<file path="config.mk">
export PLATFORM = sky130hd
export DESIGN_NAME = encoder_speed_position_estimator
export DESIGN_NICKNAME = d
export VERILOG_FILES = /design/src/hdl/esp_pkg.sv /design/src/hdl/esp_regs.sv /design/src/hdl/esp_div.sv /design/src/hdl/esp_ctrl.sv /design/src/hdl/esp_dp.sv /design/src/hdl/encoder_speed_position_estimator.sv
export SDC_FILE = /design/constraint.sdc
export NUM_CORES = 2
export LEC_CHECK = 0
export BUFFER_PORTS_ARGS = -buffer_cell sky130_fd_sc_hd__buf_2
export CAP_MARGIN = 25
export CORE_ASPECT_RATIO = 0.9
export CORE_MARGIN = 5
export CORE_UTILIZATION = 30
export CTS_CLUSTER_DIAMETER = 150
export CTS_CLUSTER_SIZE = 40
export DETAILED_ROUTE_END_ITERATION = 7
export PLACE_DENSITY = 0.52
export SLEW_MARGIN = 10
export SYNTH_ARGS = -nofsm -noshare
export SYNTH_HDL_FRONTEND = slang
export SYNTH_SLANG_ARGS = --single-unit
</file>
<file path="constraint.sdc">
create_clock -name clk -period 8.62 [get_ports clk]
set_clock_uncertainty 0.2 [all_clocks]
set_input_delay 0.431 -clock clk [delete_from_list [all_inputs] [get_ports clk]]
set_output_delay 0.431 -clock clk [all_outputs]
set_load 0.005 [all_outputs]
</file>
<file path="src/hdl/esp_pkg.sv">
// Shared constants, types and helper functions of the encoder speed and position estimator
package esp_pkg;

	localparam int PERIOD_BITS   = 24;
	localparam int POSITION_BITS = 32;

	localparam int CPR_BITS      = 16;
	localparam int TMO_BITS      = 24;
	localparam int RATE_BITS     = 28;
	localparam int DATA_BITS     = 32;
	localparam int OUT_BITS      = 32;
	localparam int REG_IDX_BITS  = 2;
	localparam int ADDR_BITS     = REG_IDX_BITS + 2;

	localparam logic [1:0] OP_TICK   = 2'd0;
	localparam logic [1:0] OP_EDGE   = 2'd1;
	localparam logic [1:0] OP_SAMPLE = 2'd2;

	localparam logic [REG_IDX_BITS-1:0] REG_CPR  = REG_IDX_BITS'(0);
	localparam logic [REG_IDX_BITS-1:0] REG_TMO  = REG_IDX_BITS'(1);
	localparam logic [REG_IDX_BITS-1:0] REG_SIDE = REG_IDX_BITS'(2);

	localparam logic [CPR_BITS-1:0] CPR_RESET  = CPR_BITS'(360);
	localparam logic [TMO_BITS-1:0] TMO_RESET  = TMO_BITS'(100000);
	localparam logic                SIDE_RESET = 1'b1;

	localparam logic [RATE_BITS-1:0]   RATE_MAX   = '1;
	localparam logic [RATE_BITS-1:0]   RATE_NUM   = RATE_BITS'(256000000);
	localparam logic [PERIOD_BITS-1:0] PERIOD_MAX = '1;

	localparam int KEEP_BITS   = 15;
	localparam int NEW_BITS    = 12;
	localparam int TWO_PI_BITS = 27;
	localparam logic [KEEP_BITS-1:0]   COEF_KEEP = KEEP_BITS'(27984);
	localparam logic [NEW_BITS-1:0]    COEF_NEW  = NEW_BITS'(2386);
	localparam logic [TWO_PI_BITS-1:0] TWO_PI    = TWO_PI_BITS'(105414357);

	localparam int FILT_SHIFT    = 15;
	localparam int ACC_BITS      = RATE_BITS + KEEP_BITS + 1;
	localparam int FILT_W_BITS   = ACC_BITS - FILT_SHIFT;
	localparam logic [ACC_BITS-1:0] FILT_HALF = ACC_BITS'(1) << (FILT_SHIFT - 1);

	localparam int ANG_LIM_SHIFT = 13;
	localparam int MLIM_BITS     = CPR_BITS + ANG_LIM_SHIFT;
	localparam int PROD_BITS     = MLIM_BITS + TWO_PI_BITS;
	localparam int AV_SHIFT      = 15;
	localparam int ANG_SHIFT     = 7;

	localparam int EDGE_DVD_BITS = (PERIOD_BITS > RATE_BITS ? PERIOD_BITS : RATE_BITS) + 1;
	localparam int AV_DVD_BITS   = PROD_BITS - AV_SHIFT + 1;
	localparam int ANG_DVD_BITS  = PROD_BITS - ANG_SHIFT;
	localparam int DVD_A_BITS    = EDGE_DVD_BITS > AV_DVD_BITS ? EDGE_DVD_BITS : AV_DVD_BITS;
	localparam int DVD_BITS      = DVD_A_BITS > ANG_DVD_BITS ? DVD_A_BITS : ANG_DVD_BITS;
	localparam int DVR_BITS      = PERIOD_BITS > (CPR_BITS + 1) ? PERIOD_BITS : (CPR_BITS + 1);
	localparam int DCNT_BITS     = $clog2(DVD_BITS);

	localparam int MAG_CMP_BITS  = POSITION_BITS > MLIM_BITS ? POSITION_BITS : MLIM_BITS;
	localparam int TCMP_BITS     = PERIOD_BITS > TMO_BITS ? PERIOD_BITS : TMO_BITS;

	localparam logic [1:0] DSEL_EDGE = 2'd0;
	localparam logic [1:0] DSEL_AV   = 2'd1;
	localparam logic [1:0] DSEL_ANG  = 2'd2;

	typedef struct packed {
		logic       tick;
		logic       edge_go;
		logic       smp_go;
		logic       filt_mix;
		logic       filt_end;
		logic       mul_av;
		logic       mul_ang;
		logic       div_start;
		logic [1:0] div_sel;
		logic       cap_rate;
		logic       cap_av;
		logic       cap_ang;
		logic       out_load;
	} esp_cmd_t;

	typedef struct packed {
		logic div_done;
		logic out_free;
	} esp_sts_t;

	typedef struct packed {
		logic [CPR_BITS-1:0] cpr;
		logic [TMO_BITS-1:0] tmo;
		logic                side;
	} esp_cfg_t;

	function automatic logic [OUT_BITS-1:0] sat_u32(input logic [63:0] v);
		logic [OUT_BITS-1:0] r;
		if (v > 64'h0000_0000_FFFF_FFFF) r = '1;
		else r = v[OUT_BITS-1:0];
		return r;
	endfunction

	function automatic logic [OUT_BITS-1:0] sat_s32(input logic neg, input logic [63:0] mag);
		logic [63:0] lim;
		logic [63:0] neg_v;
		if (neg) begin
			lim = (mag > 64'h0000_0000_8000_0000) ? 64'h0000_0000_8000_0000 : mag;
			neg_v = ~lim + 64'd1;
			return neg_v[OUT_BITS-1:0];
		end else begin
			lim = (mag > 64'h0000_0000_7FFF_FFFF) ? 64'h0000_0000_7FFF_FFFF : mag;
			return lim[OUT_BITS-1:0];
		end
	endfunction

endpackage

</file>
<file path="src/hdl/esp_regs.sv">
// APB configuration registers: counts per revolution, timeout and wheel side
module esp_regs import esp_pkg::*; (
	input  logic                 clk,
	input  logic                 arst_n,
	input  logic                 psel,
	input  logic                 penable,
	input  logic                 pwrite,
	input  logic [ADDR_BITS-1:0] paddr,
	input  logic [DATA_BITS-1:0] pwdata,
	output logic [DATA_BITS-1:0] prdata,
	output logic                 pready,
	output esp_cfg_t             cfg
);

	logic [CPR_BITS-1:0]     cpr_q;
	logic [TMO_BITS-1:0]     tmo_q;
	logic                    side_q;
	logic [REG_IDX_BITS-1:0] idx;
	logic                    wr;

	assign pready = 1'b1;
	assign idx    = paddr[ADDR_BITS-1:2];
	assign wr     = psel && penable && pwrite;

	always_ff @(posedge clk or negedge arst_n) begin
		if (!arst_n) begin
			cpr_q  <= CPR_RESET;
			tmo_q  <= TMO_RESET;
			side_q <= SIDE_RESET;
		end else if (wr) begin
			unique case (idx)
				REG_CPR:  cpr_q  <= pwdata[CPR_BITS-1:0];
				REG_TMO:  tmo_q  <= pwdata[TMO_BITS-1:0];
				REG_SIDE: side_q <= pwdata[0];
				default: ;
			endcase
		end
	end

	always_comb begin
		unique case (idx)
			REG_CPR:  prdata = DATA_BITS'(cpr_q);
			REG_TMO:  prdata = DATA_BITS'(tmo_q);
			REG_SIDE: prdata = DATA_BITS'(side_q);
			default:  prdata = '0;
		endcase
	end

	// zero counts per revolution acts as one
	assign cfg.cpr  = (cpr_q == '0) ? CPR_BITS'(1) : cpr_q;
	assign cfg.tmo  = tmo_q;
	assign cfg.side = side_q;

endmodule

</file>
<file path="src/hdl/esp_div.sv">
// Restoring divider, one quotient bit per cycle, shared by the rate and angle computations
module esp_div import esp_pkg::*; (
	input  logic                clk,
	input  logic                arst_n,
	input  logic                start,
	input  logic [DVD_BITS-1:0] dividend,
	input  logic [DVR_BITS-1:0] divisor,
	output logic [DVD_BITS-1:0] quotient,
	output logic                done
);

	localparam logic [DCNT_BITS-1:0] LAST = DCNT_BITS'(DVD_BITS - 1);

	logic [DVR_BITS-1:0]  rem_q;
	logic [DVD_BITS-1:0]  quo_q;
	logic [DVR_BITS-1:0]  dvr_q;
	logic [DCNT_BITS-1:0] cnt_q;
	logic                 busy_q;
	logic                 done_q;
	logic [DVR_BITS:0]    trial;
	logic [DVR_BITS:0]    diff;
	logic                 ge;

	assign trial = {rem_q, quo_q[DVD_BITS-1]};
	assign diff  = trial - {1'b0, dvr_q};
	assign ge    = trial >= {1'b0, dvr_q};

	always_ff @(posedge clk or negedge arst_n) begin
		if (!arst_n) begin
			busy_q <= 1'b0;
			done_q <= 1'b0;
			cnt_q  <= '0;
		end else begin
			done_q <= 1'b0;
			if (start) begin
				busy_q <= 1'b1;
				cnt_q  <= '0;
			end else if (busy_q) begin
				cnt_q <= cnt_q + DCNT_BITS'(1);
				if (cnt_q == LAST) begin
					busy_q <= 1'b0;
					done_q <= 1'b1;
				end
			end
		end
	end

	always_ff @(posedge clk) begin
		if (start) begin
			rem_q <= '0;
			quo_q <= dividend;
			dvr_q <= divisor;
		end else if (busy_q) begin
			rem_q <= ge ? diff[DVR_BITS-1:0] : trial[DVR_BITS-1:0];
			quo_q <= {quo_q[DVD_BITS-2:0], ge};
		end
	end

	assign quotient = quo_q;
	assign done     = done_q;

endmodule

</file>
<file path="src/hdl/esp_ctrl.sv">
// Controller state machine sequencing ticks, edges and samples through the datapath
module esp_ctrl import esp_pkg::*; (
	input  logic       clk,
	input  logic       arst_n,
	input  logic       in_valid,
	input  logic [1:0] opcode,
	output logic       in_ready,
	input  esp_sts_t   sts,
	output esp_cmd_t   cmd
);

	localparam logic [3:0] S_IDLE = 4'd0;
	localparam logic [3:0] S_EDIV = 4'd1;
	localparam logic [3:0] S_MIX  = 4'd2;
	localparam logic [3:0] S_FEND = 4'd3;
	localparam logic [3:0] S_MAV  = 4'd4;
	localparam logic [3:0] S_DAV  = 4'd5;
	localparam logic [3:0] S_WAV  = 4'd6;
	localparam logic [3:0] S_MANG = 4'd7;
	localparam logic [3:0] S_DANG = 4'd8;
	localparam logic [3:0] S_WANG = 4'd9;
	localparam logic [3:0] S_OUT  = 4'd10;

	logic [3:0] state_q;
	logic [3:0] state_d;
	logic       take;

	assign in_ready = (state_q == S_IDLE);
	assign take     = in_valid && in_ready;

	always_comb begin
		cmd     = '0;
		state_d = state_q;
		unique case (state_q)
			S_IDLE: begin
				if (take) begin
					unique case (opcode)
						OP_TICK: cmd.tick = 1'b1;
						OP_EDGE: begin
							cmd.edge_go   = 1'b1;
							cmd.div_start = 1'b1;
							cmd.div_sel   = DSEL_EDGE;
							state_d       = S_EDIV;
						end
						OP_SAMPLE: begin
							cmd.smp_go = 1'b1;
							state_d    = S_MIX;
						end
						default: ;
					endcase
				end
			end
			S_EDIV: begin
				if (sts.div_done) begin
					cmd.cap_rate = 1'b1;
					state_d      = S_IDLE;
				end
			end
			S_MIX: begin
				cmd.filt_mix = 1'b1;
				state_d      = S_FEND;
			end
			S_FEND: begin
				cmd.filt_end = 1'b1;
				state_d      = S_MAV;
			end
			S_MAV: begin
				cmd.mul_av = 1'b1;
				state_d    = S_DAV;
			end
			S_DAV: begin
				cmd.div_start = 1'b1;
				cmd.div_sel   = DSEL_AV;
				state_d       = S_WAV;
			end
			S_WAV: begin
				if (sts.div_done) begin
					cmd.cap_av = 1'b1;
					state_d    = S_MANG;
				end
			end
			S_MANG: begin
				cmd.mul_ang = 1'b1;
				state_d     = S_DANG;
			end
			S_DANG: begin
				cmd.div_start = 1'b1;
				cmd.div_sel   = DSEL_ANG;
				state_d       = S_WANG;
			end
			S_WANG: begin
				if (sts.div_done) begin
					cmd.cap_ang = 1'b1;
					state_d     = S_OUT;
				end
			end
			S_OUT: begin
				if (sts.out_free) begin
					cmd.out_load = 1'b1;
					state_d      = S_IDLE;
				end
			end
			default: state_d = S_IDLE;
		endcase
	end

	always_ff @(posedge clk or negedge arst_n) begin
		if (!arst_n) state_q <= S_IDLE;
		else state_q <= state_d;
	end

endmodule

</file>
<file path="src/hdl/esp_dp.sv">
// Datapath: period counter, edge rate, low-pass filter, position count, multiplier, divider and output register
module esp_dp import esp_pkg::*; (
	input  logic                clk,
	input  logic                arst_n,
	input  esp_cmd_t            cmd,
	input  esp_cfg_t            cfg,
	input  logic                direction_level,
	input  logic                out_ready,
	output esp_sts_t            sts,
	output logic                out_valid,
	output logic [OUT_BITS-1:0] angular_velocity,
	output logic [OUT_BITS-1:0] position_angle,
	output logic [OUT_BITS-1:0] position_count
);

	logic [PERIOD_BITS-1:0]   period_q;
	logic [RATE_BITS-1:0]     rate_q;
	logic [RATE_BITS-1:0]     filt_q;
	logic [RATE_BITS-1:0]     prev_q;
	logic [POSITION_BITS-1:0] pos_q;
	logic                     out_valid_q;

	logic [RATE_BITS-1:0]     rcap_q;
	logic                     zero_q;
	logic [ACC_BITS-1:0]      acc_q;
	logic                     neg_q;
	logic [POSITION_BITS-1:0] mag_q;
	logic [MLIM_BITS-1:0]     m_q;
	logic [PROD_BITS-1:0]     prod_q;
	logic [OUT_BITS-1:0]      av_q;
	logic [OUT_BITS-1:0]      ang_q;
	logic [OUT_BITS-1:0]      av_out_q;
	logic [OUT_BITS-1:0]      ang_out_q;
	logic [OUT_BITS-1:0]      cnt_out_q;

	logic [RATE_BITS+KEEP_BITS-1:0]  keep_mul;
	logic [RATE_BITS:0]              mix_sum;
	logic [RATE_BITS+NEW_BITS:0]     new_mul;
	logic [ACC_BITS-1:0]             rnd;
	logic [FILT_W_BITS-1:0]          filt_w;
	logic [MLIM_BITS-1:0]            mul_a;
	logic [PROD_BITS-1:0]            prod_w;
	logic [MAG_CMP_BITS-1:0]         mag_ext;
	logic [MAG_CMP_BITS-1:0]         lim;
	logic                            timed_out;
	logic                            up;
	logic [DVD_BITS-1:0]             dvd;
	logic [DVR_BITS-1:0]             dvr;
	logic [DVD_BITS-1:0]             quo;
	logic                            div_done;

	assign keep_mul  = filt_q * COEF_KEEP;
	assign mix_sum   = {1'b0, rcap_q} + {1'b0, prev_q};
	assign new_mul   = mix_sum * COEF_NEW;
	assign rnd       = acc_q + FILT_HALF;
	assign filt_w    = rnd[ACC_BITS-1:FILT_SHIFT];
	assign mul_a     = cmd.mul_ang ? m_q : MLIM_BITS'(filt_q);
	assign prod_w    = mul_a * TWO_PI;
	assign mag_ext   = MAG_CMP_BITS'(mag_q);
	assign lim       = MAG_CMP_BITS'(cfg.cpr) << ANG_LIM_SHIFT;
	assign timed_out = TCMP_BITS'(period_q) > TCMP_BITS'(cfg.tmo);
	assign up        = cfg.side ? direction_level : !direction_level;

	always_comb begin
		case (cmd.div_sel)
			DSEL_EDGE: begin
				dvd = DVD_BITS'(RATE_NUM) + DVD_BITS'(period_q >> 1);
				dvr = DVR_BITS'(period_q);
			end
			DSEL_AV: begin
				dvd = DVD_BITS'(prod_q >> AV_SHIFT) + DVD_BITS'(cfg.cpr);
				dvr = DVR_BITS'({cfg.cpr, 1'b0});
			end
			DSEL_ANG: begin
				dvd = DVD_BITS'(prod_q >> ANG_SHIFT) + DVD_BITS'(cfg.cpr);
				dvr = DVR_BITS'({cfg.cpr, 1'b0});
			end
			default: begin
				dvd = '0;
				dvr = '0;
			end
		endcase
	end

	esp_div u_div (
		.clk      (clk),
		.arst_n   (arst_n),
		.start    (cmd.div_start),
		.dividend (dvd),
		.divisor  (dvr),
		.quotient (quo),
		.done     (div_done)
	);

	always_ff @(posedge clk or negedge arst_n) begin
		if (!arst_n) begin
			period_q    <= '0;
			rate_q      <= '0;
			filt_q      <= '0;
			prev_q      <= '0;
			pos_q       <= '0;
			out_valid_q <= 1'b0;
		end else begin
			if (cmd.tick && period_q != PERIOD_MAX) period_q <= period_q + PERIOD_BITS'(1);
			else if (cmd.edge_go) period_q <= '0;

			if (cmd.edge_go) pos_q <= up ? pos_q + POSITION_BITS'(1) : pos_q - POSITION_BITS'(1);

			if (cmd.cap_rate) begin
				if (zero_q) rate_q <= RATE_MAX;
				else if (quo > DVD_BITS'(RATE_MAX)) rate_q <= RATE_MAX;
				else rate_q <= quo[RATE_BITS-1:0];
			end else if (cmd.smp_go && timed_out) begin
				rate_q <= '0;
			end

			if (cmd.filt_mix) prev_q <= rcap_q;

			if (cmd.filt_end) begin
				if (filt_w > {1'b0, RATE_MAX}) filt_q <= RATE_MAX;
				else filt_q <= filt_w[RATE_BITS-1:0];
			end

			if (cmd.out_load) out_valid_q <= 1'b1;
			else if (out_ready) out_valid_q <= 1'b0;
		end
	end

	always_ff @(posedge clk) begin
		if (cmd.edge_go) zero_q <= (period_q == '0);
		if (cmd.smp_go) begin
			rcap_q <= rate_q;
			acc_q  <= ACC_BITS'(keep_mul);
			neg_q  <= pos_q[POSITION_BITS-1];
			mag_q  <= pos_q[POSITION_BITS-1] ? (~pos_q + POSITION_BITS'(1)) : pos_q;
		end
		if (cmd.filt_mix) acc_q <= acc_q + ACC_BITS'(new_mul);
		if (cmd.filt_end) m_q <= (mag_ext > lim) ? lim[MLIM_BITS-1:0] : mag_ext[MLIM_BITS-1:0];
		if (cmd.mul_av || cmd.mul_ang) prod_q <= prod_w;
		if (cmd.cap_av) av_q <= sat_u32(64'(quo));
		if (cmd.cap_ang) ang_q <= sat_s32(neg_q, 64'(quo));
		if (cmd.out_load) begin
			av_out_q  <= av_q;
			ang_out_q <= ang_q;
			cnt_out_q <= sat_s32(neg_q, 64'(mag_q));
		end
	end

	assign sts.div_done     = div_done;
	assign sts.out_free     = !out_valid_q || out_ready;
	assign out_valid        = out_valid_q;
	assign angular_velocity = av_out_q;
	assign position_angle   = ang_out_q;
	assign position_count   = cnt_out_q;

endmodule

</file>
<file path="src/hdl/encoder_speed_position_estimator.sv">
// Top level of the encoder speed and position estimator. Each transaction on the input channel
// is a microsecond tick, an encoder edge or a sample request; only a sample yields a result.
// After a tick the next transaction may follow at once. An edge holds the input while the
// edge rate comes from the shared restoring divider, one quotient bit a cycle. A sample holds
// it for two passes through that divider (angular velocity, then shaft angle) plus the filter
// and multiply steps, and longer while an earlier result waits in the output register.
// Configuration is written over APB at byte addresses 0, 4 and 8.
module encoder_speed_position_estimator import esp_pkg::*; (
	input  logic                 clk,
	input  logic                 arst_n,
	input  logic                 psel,
	input  logic                 penable,
	input  logic                 pwrite,
	input  logic [ADDR_BITS-1:0] paddr,
	input  logic [DATA_BITS-1:0] pwdata,
	output logic [DATA_BITS-1:0] prdata,
	output logic                 pready,
	input  logic                 in_valid,
	output logic                 in_ready,
	input  logic [1:0]           opcode,
	input  logic                 direction_level,
	output logic                 out_valid,
	input  logic                 out_ready,
	output logic [OUT_BITS-1:0]  angular_velocity,
	output logic [OUT_BITS-1:0]  position_angle,
	output logic [OUT_BITS-1:0]  position_count
);

	esp_cfg_t cfg;
	esp_cmd_t cmd;
	esp_sts_t sts;

	esp_regs u_regs (
		.clk     (clk),
		.arst_n  (arst_n),
		.psel    (psel),
		.penable (penable),
		.pwrite  (pwrite),
		.paddr   (paddr),
		.pwdata  (pwdata),
		.prdata  (prdata),
		.pready  (pready),
		.cfg     (cfg)
	);

	esp_ctrl u_ctrl (
		.clk      (clk),
		.arst_n   (arst_n),
		.in_valid (in_valid),
		.opcode   (opcode),
		.in_ready (in_ready),
		.sts      (sts),
		.cmd      (cmd)
	);

	esp_dp u_dp (
		.clk              (clk),
		.arst_n           (arst_n),
		.cmd              (cmd),
		.cfg              (cfg),
		.direction_level  (direction_level),
		.out_ready        (out_ready),
		.sts              (sts),
		.out_valid        (out_valid),
		.angular_velocity (angular_velocity),
		.position_angle   (position_angle),
		.position_count   (position_count)
	);

endmodule

</file>
# == After elaboration in Yosys (flattened, before gate mapping) ==
# Index checks and enable logic that the tools add are counted.
# word_totals
register_bits,642
output_inout_bits,131
input_bits,46
# classes
add_sub_neg,14
n_reduce_logical,25
mul,3
bitwise_logic,3
eq_ne,24
magnitude_cmp,10
n_mux,62
# op_table
cell,count
$mux 32,7
$pmux 49 s3,1
$mux 28,5
$add 32x1->32 const B,4
$gt 49x32->1 const B,2
$mux 49,2
$not 32->32,3
$mux 44,2
$mux 24,3
$pmux 24 s3,1
$mux 29,2
$mul 29x27->56 const B,1
$add 49x16->49,1
$gt 49x28->1 const B,1
$gt 49x31->1 const B,1
$pmux 24 s2,1
$add 44x15->44 const B,1
$add 44x41->44,1
$pmux 4 s11,1
$add 41x16->42,1
$mul 29x11->40 const B,1
$mul 28x11->39 const B,1
$gt 32x29->1,1
$gt 32x31->1 const B,1
other kinds (40),96

# == Depth between registers and ports, before layout ==
# depth
depth_word,7
ltp_mapped,39
ltp_nobuf,39

# == Cells and area by module ==
# Synthesis repeated with hierarchy kept, for this count alone.
# hier_totals
hier_cells,6145
area_unflattened_um2,62037.0
# modules_own_cells
module,cells_per_inst,area_each_um2,instances,seq_area_each_um2
esp_dp,5464,54096.9,1,13828.3
esp_div,455,5402.7,1,2872.8
esp_regs,167,2067.0,1,1039.7
esp_ctrl,59,470.5,1,100.1

# == Least setup slack after synthesis ==
# No wires, ideal clock.
# synth_timing
path_kind,register to register
startpoint,register u_dp.rcap_q[0]
endpoint,"register u_dp.acc_q[42], data pin"
arrival_time_ns,8.279
path_buffers,0
stages_incl_launch_ff,40
path_slack_ns,-0.126
setup_time_ns,0.267
path_cell_list,edfxtp_1 ha_1 inv_1 fa_1 nand2b_1 a21oi_1 o21ai_0 nand2b_1 a21o_1 a21o_1 xor2_1 ha_1 ha_1 fa_1 inv_1 fa_1 fa_1 inv_1 [... 4 more ...] a21boi_0 nand2_1 a41o_1 a21o_1 a21oi_1 o21ai_0 xor2_1 ha_1 a21o_1 a21o_1 a21o_1 a221oi_1 o21ai_0 a21oi_1 nor3_1 o31ai_1 xor2_1 mux2i_1
# synth_between
elab_chain_len,4
# synth_rtl
item,line_no,source
start: declaration,esp_dp.sv:23,logic [RATE_BITS-1:0] rcap_q;
start signal: assignment,esp_dp.sv:132,rcap_q <= rate_q;
$add 28x28->29,esp_dp.sv:53,"assign mix_sum = {1'b0, rcap_q} + {1'b0, prev_q};"
$mul 29x11->40,esp_dp.sv:54,assign new_mul = mix_sum * COEF_NEW;
$add 44x41->44,esp_dp.sv:137,if (cmd.filt_mix) acc_q <= acc_q + ACC_BITS'(new_mul);
$mux 44,esp_dp.sv:137,
end signal: assignment,esp_dp.sv:133,acc_q <= ACC_BITS'(keep_mul);
end signal: assignment,esp_dp.sv:137,
end: declaration,esp_dp.sv:25,logic [ACC_BITS-1:0] acc_q;
# Every way passes these cells.
# A chain may end at the register's enable or synchronous reset.

# == Worst setup path in the final report ==
# layout_timing
startpoint,register u_dp.rcap_q[0]
endpoint,"register u_dp.acc_q[40], data pin"
# Same word-level chain as after synthesis.

==> flow_summary.toml <==
[run_status]
status = "complete, but fails checks"
violations = "design-rule violations"

[clock_tree]
root_buffer = "clkbuf_16"
cts.sinks = 634
cts_tree = "done"
clockBufferDepth = 3
h-tree-depth = 1
insertion_delay_ns = 0.65
cts_buffers = 21
clk_pin_slew_ns = 0.14

[sta]
slew_violations = 0
slew_headroom = 0.274
min_period_over_period = 0.990
worstMarginPinSlew_ns = 1.09
finalSetupViolCount = 0
finalCriticalPeriod_ns = 8.53
timing.hold.ws_ns = 0.120
setup-tns-final_ns = 0
clock.fmax_mhz = 117
finalHoldViolations = 0
rsz0062_at_grt = "true"

[setup_path]
startpoint = "u_dp.rcap_q[0]"
critical-path-max-stage-delay_ns = 0.50
worstSetupPathType = "reg -> reg"
worst_ep_required_time_ns = 8.91
cp-start-kind = "flip-flop"
regToRegStartpoint = "u_dp.rcap_q[0]"
worstPathMaxFanout = 4
critPathCaptureType = "flip-flop"
path_common_cell = "a211oi_2"
worst_ep_arrival_time_ns = 8.82
critPathSlowestCell = "fa_1"
critPathTopFamily = "adder cells"
path_buf_inv = 7

[synthesis]
postSynthAreaPerCell_sq_um = 9.85
synth_ff_type = "edfxtp_1"
synth-async-reset-ratio = 0.306
synth_edf_count = 416
synth_seq_cells = 634
ys.warnings.count = 0
netlist_instances = 6223
synth.yosys.seq_area_share = 0.291
netlist_area_sq_mm = 0.0613
synth_cell_types = 91

[die]
fp-row-count = 157
initial_core_util = 0.301
placeableCoreArea_sq_mm = 0.203
die_area_sq_mm = 0.213
die_h_um = 439
io_pins = 177
die_w_um = 486

[placed_design]
port_buffers = 157
dp_hpwl_um = 156000
globalplace.congestion = 0.935
dp.cells = 9270
placed_area_sq_mm = 0.0677

[final_layout]
final_nets = 8011
layout.cells.non_filler = 9404
final_cell_area_sq_mm = 0.0706
syn2layout_area_growth_pct = 15.1
drive_gt1_frac = 0.147
fill_cells = 20700

[grt]
grt_pass1_wl_um = 290000
grt_busiest_layer = "met2"
use_met2 = 0.291
use_met1 = 0.235
grt_pass1_vias = 47600
gr-usage-met3 = 0.0212
grt.overflow.total = 0
grt_max_degree = 91
antenna_found_initial = 9
grt_usage = 0.174

[run]
max_cap_violations = 0

[hold_path]
holdCritPathClass = "in -> reg"
min-delay-start = "in_valid"

[routing]
drt-total-wl_um = 190000
wl_per_cell_um = 20.2
antenna_left = 0
drtIter0Drc = 3437
drc_errors = 1
via_per_inst = 5.00
dr.pass1.iters = 8
vias = 47000
==> cell type report <==
type | count | area [sq um] | share of cell area
clock buffers | 29 | 566 | 0.00801
flip-flops and latches | 634 | 17800 | 0.253
multi-input cells | 4534 | 40800 | 0.578
inverters | 854 | 3220 | 0.0456
well taps | 2703 | 3380 | 0.0479
repair buffers | 638 | 4640 | 0.0657
clock inverters | 8 | 104 | 0.00147
diodes | 4 | 10.0 | 0.000142
==> cells by family after synthesis <==
logic type                 Yosys count  share of synthesized area
other                                2                   0.000123
adders and majority gates         1282                      0.323
buffers and inverters             1062                     0.0657
xor gates and xnor gates           366                     0.0523
and+or+nand+nor                   1471                      0.114
DFF                                634                      0.291
muxes                               92                     0.0158
AOI/OAI and AO/OA                 1314                      0.138
==> worst paths after layout <==
check,end,slack (ns),depth (start not counted)
setup / recovery,u_dp.acc_q[40],0.09,38
hold / removal,u_ctrl.state_q[1],0.12,5
setup reg to reg,u_dp.acc_q[40],0.09,38
hold reg to reg,u_dp.position_angle[6],0.24,0
max in group asynchronous,u_regs.cpr_q[9],5.95,4
min in group asynchronous,u_dp.prev_q[19],0.18,2
==> layout by cell type, fill, tap and decap left out, types with 35 or more instances in the layout <==
master    Yosys  layout
nor2b_1      44      42
nor4_1       39      37
mux2i_1      54      48
dfrtp_1     183     183
o21ai_0     352     319
nand3_1      95      93
mux2_2       38      38
edfxtp_1    416     416
nor3_1       89      85
o21a_1       36      35
xor2_1      145     140
nand2_1     487     484
inv_1       852     832
nand2b_1     79      78
xnor2_1     221     210
and3_1       50      45
fa_1        498     490
a21o_1      142     142
a211oi_1     48      40
nand4_1      62      62
a21oi_1     342     306
ha_4          0      41
or3_1        39      39
ha_1        784     740
buf_2         4     156
o31ai_1      48      44
buf_4         9     425
nor2_1      370     362
and2_1       44      38
==> worst register-to-register path, delay by kind of cell, from the launching register on <==
| family | cells | cell delay (ns) |
|---|---|---|
| compound gates | 14 | 2.56 |
| flops | 1 | 0.43 |
| simple gates | 6 | 1.11 |
| buf+inv | 7 | 0.66 |
| fa+ha+maj | 8 | 2.92 |
| xor+xnor | 3 | 0.53 |
==> routing by layer <==
layer / part of all wire / routed length (um) / vias up
li1: - / - / 22400
met1: 0.45 / 84800 / 23300
met2: 0.47 / 89300 / 1020
met3: 0.045 / 8560 / 238
met4: 0.040 / 7620 / 0
met5: 0 / 0 / -
==> through the flow <==
stage | util | worst slack [ns]
2_1_floorplan | - | 0.000624
3_3_place_gp | 0.333 | -0.588
3_5_place_dp | 0.333 | -0.617
4_1_cts | 0.339 | -0.0101
5_1_grt | 0.347 | -0.333
6_report | 0.347 | 0.0865
==> synth_stat cells (33+ instances only) <==
cell type / instances / share of area
dfrtp_1: 183 / 0.075
o21ai_0: 352 / 0.029
edfxtp_1: 416 / 0.20
nand4_1: 62 / 0.0063
clkbuf_1: 182 / 0.011
nand2b_1: 79 / 0.0081
nand2_1: 487 / 0.030
nor2_1: 370 / 0.023
a22oi_1: 35 / 0.0043
fa_1: 498 / 0.16
mux2i_1: 54 / 0.0088
and3_1: 50 / 0.0051
a211oi_1: 48 / 0.0059
inv_1: 852 / 0.052
and2_1: 44 / 0.0045
o21bai_1: 33 / 0.0040
xnor2_1: 221 / 0.032
a21oi_1: 342 / 0.028
o31ai_1: 48 / 0.0059
or3_1: 39 / 0.0040
nor4_1: 39 / 0.0040
nand3_1: 95 / 0.0078
ha_1: 784 / 0.16
nor2b_1: 44 / 0.0045
nor3_1: 89 / 0.0073
a21o_1: 142 / 0.017
mux2_2: 38 / 0.0070
o21a_1: 36 / 0.0044
xor2_1: 145 / 0.021
==> repair_timing <==
item	in CTS	in global routing
hold buffers	25	0
pin swaps	34	170
endpoints found under the hold margin	129	0
gates resized for setup	64	223
buffers inserted	11	54
setup endpoints to repair	21	31
Power is not shown: default switching activity piles up to over one toggle a cycle in this logic, so the estimate is an artifact.
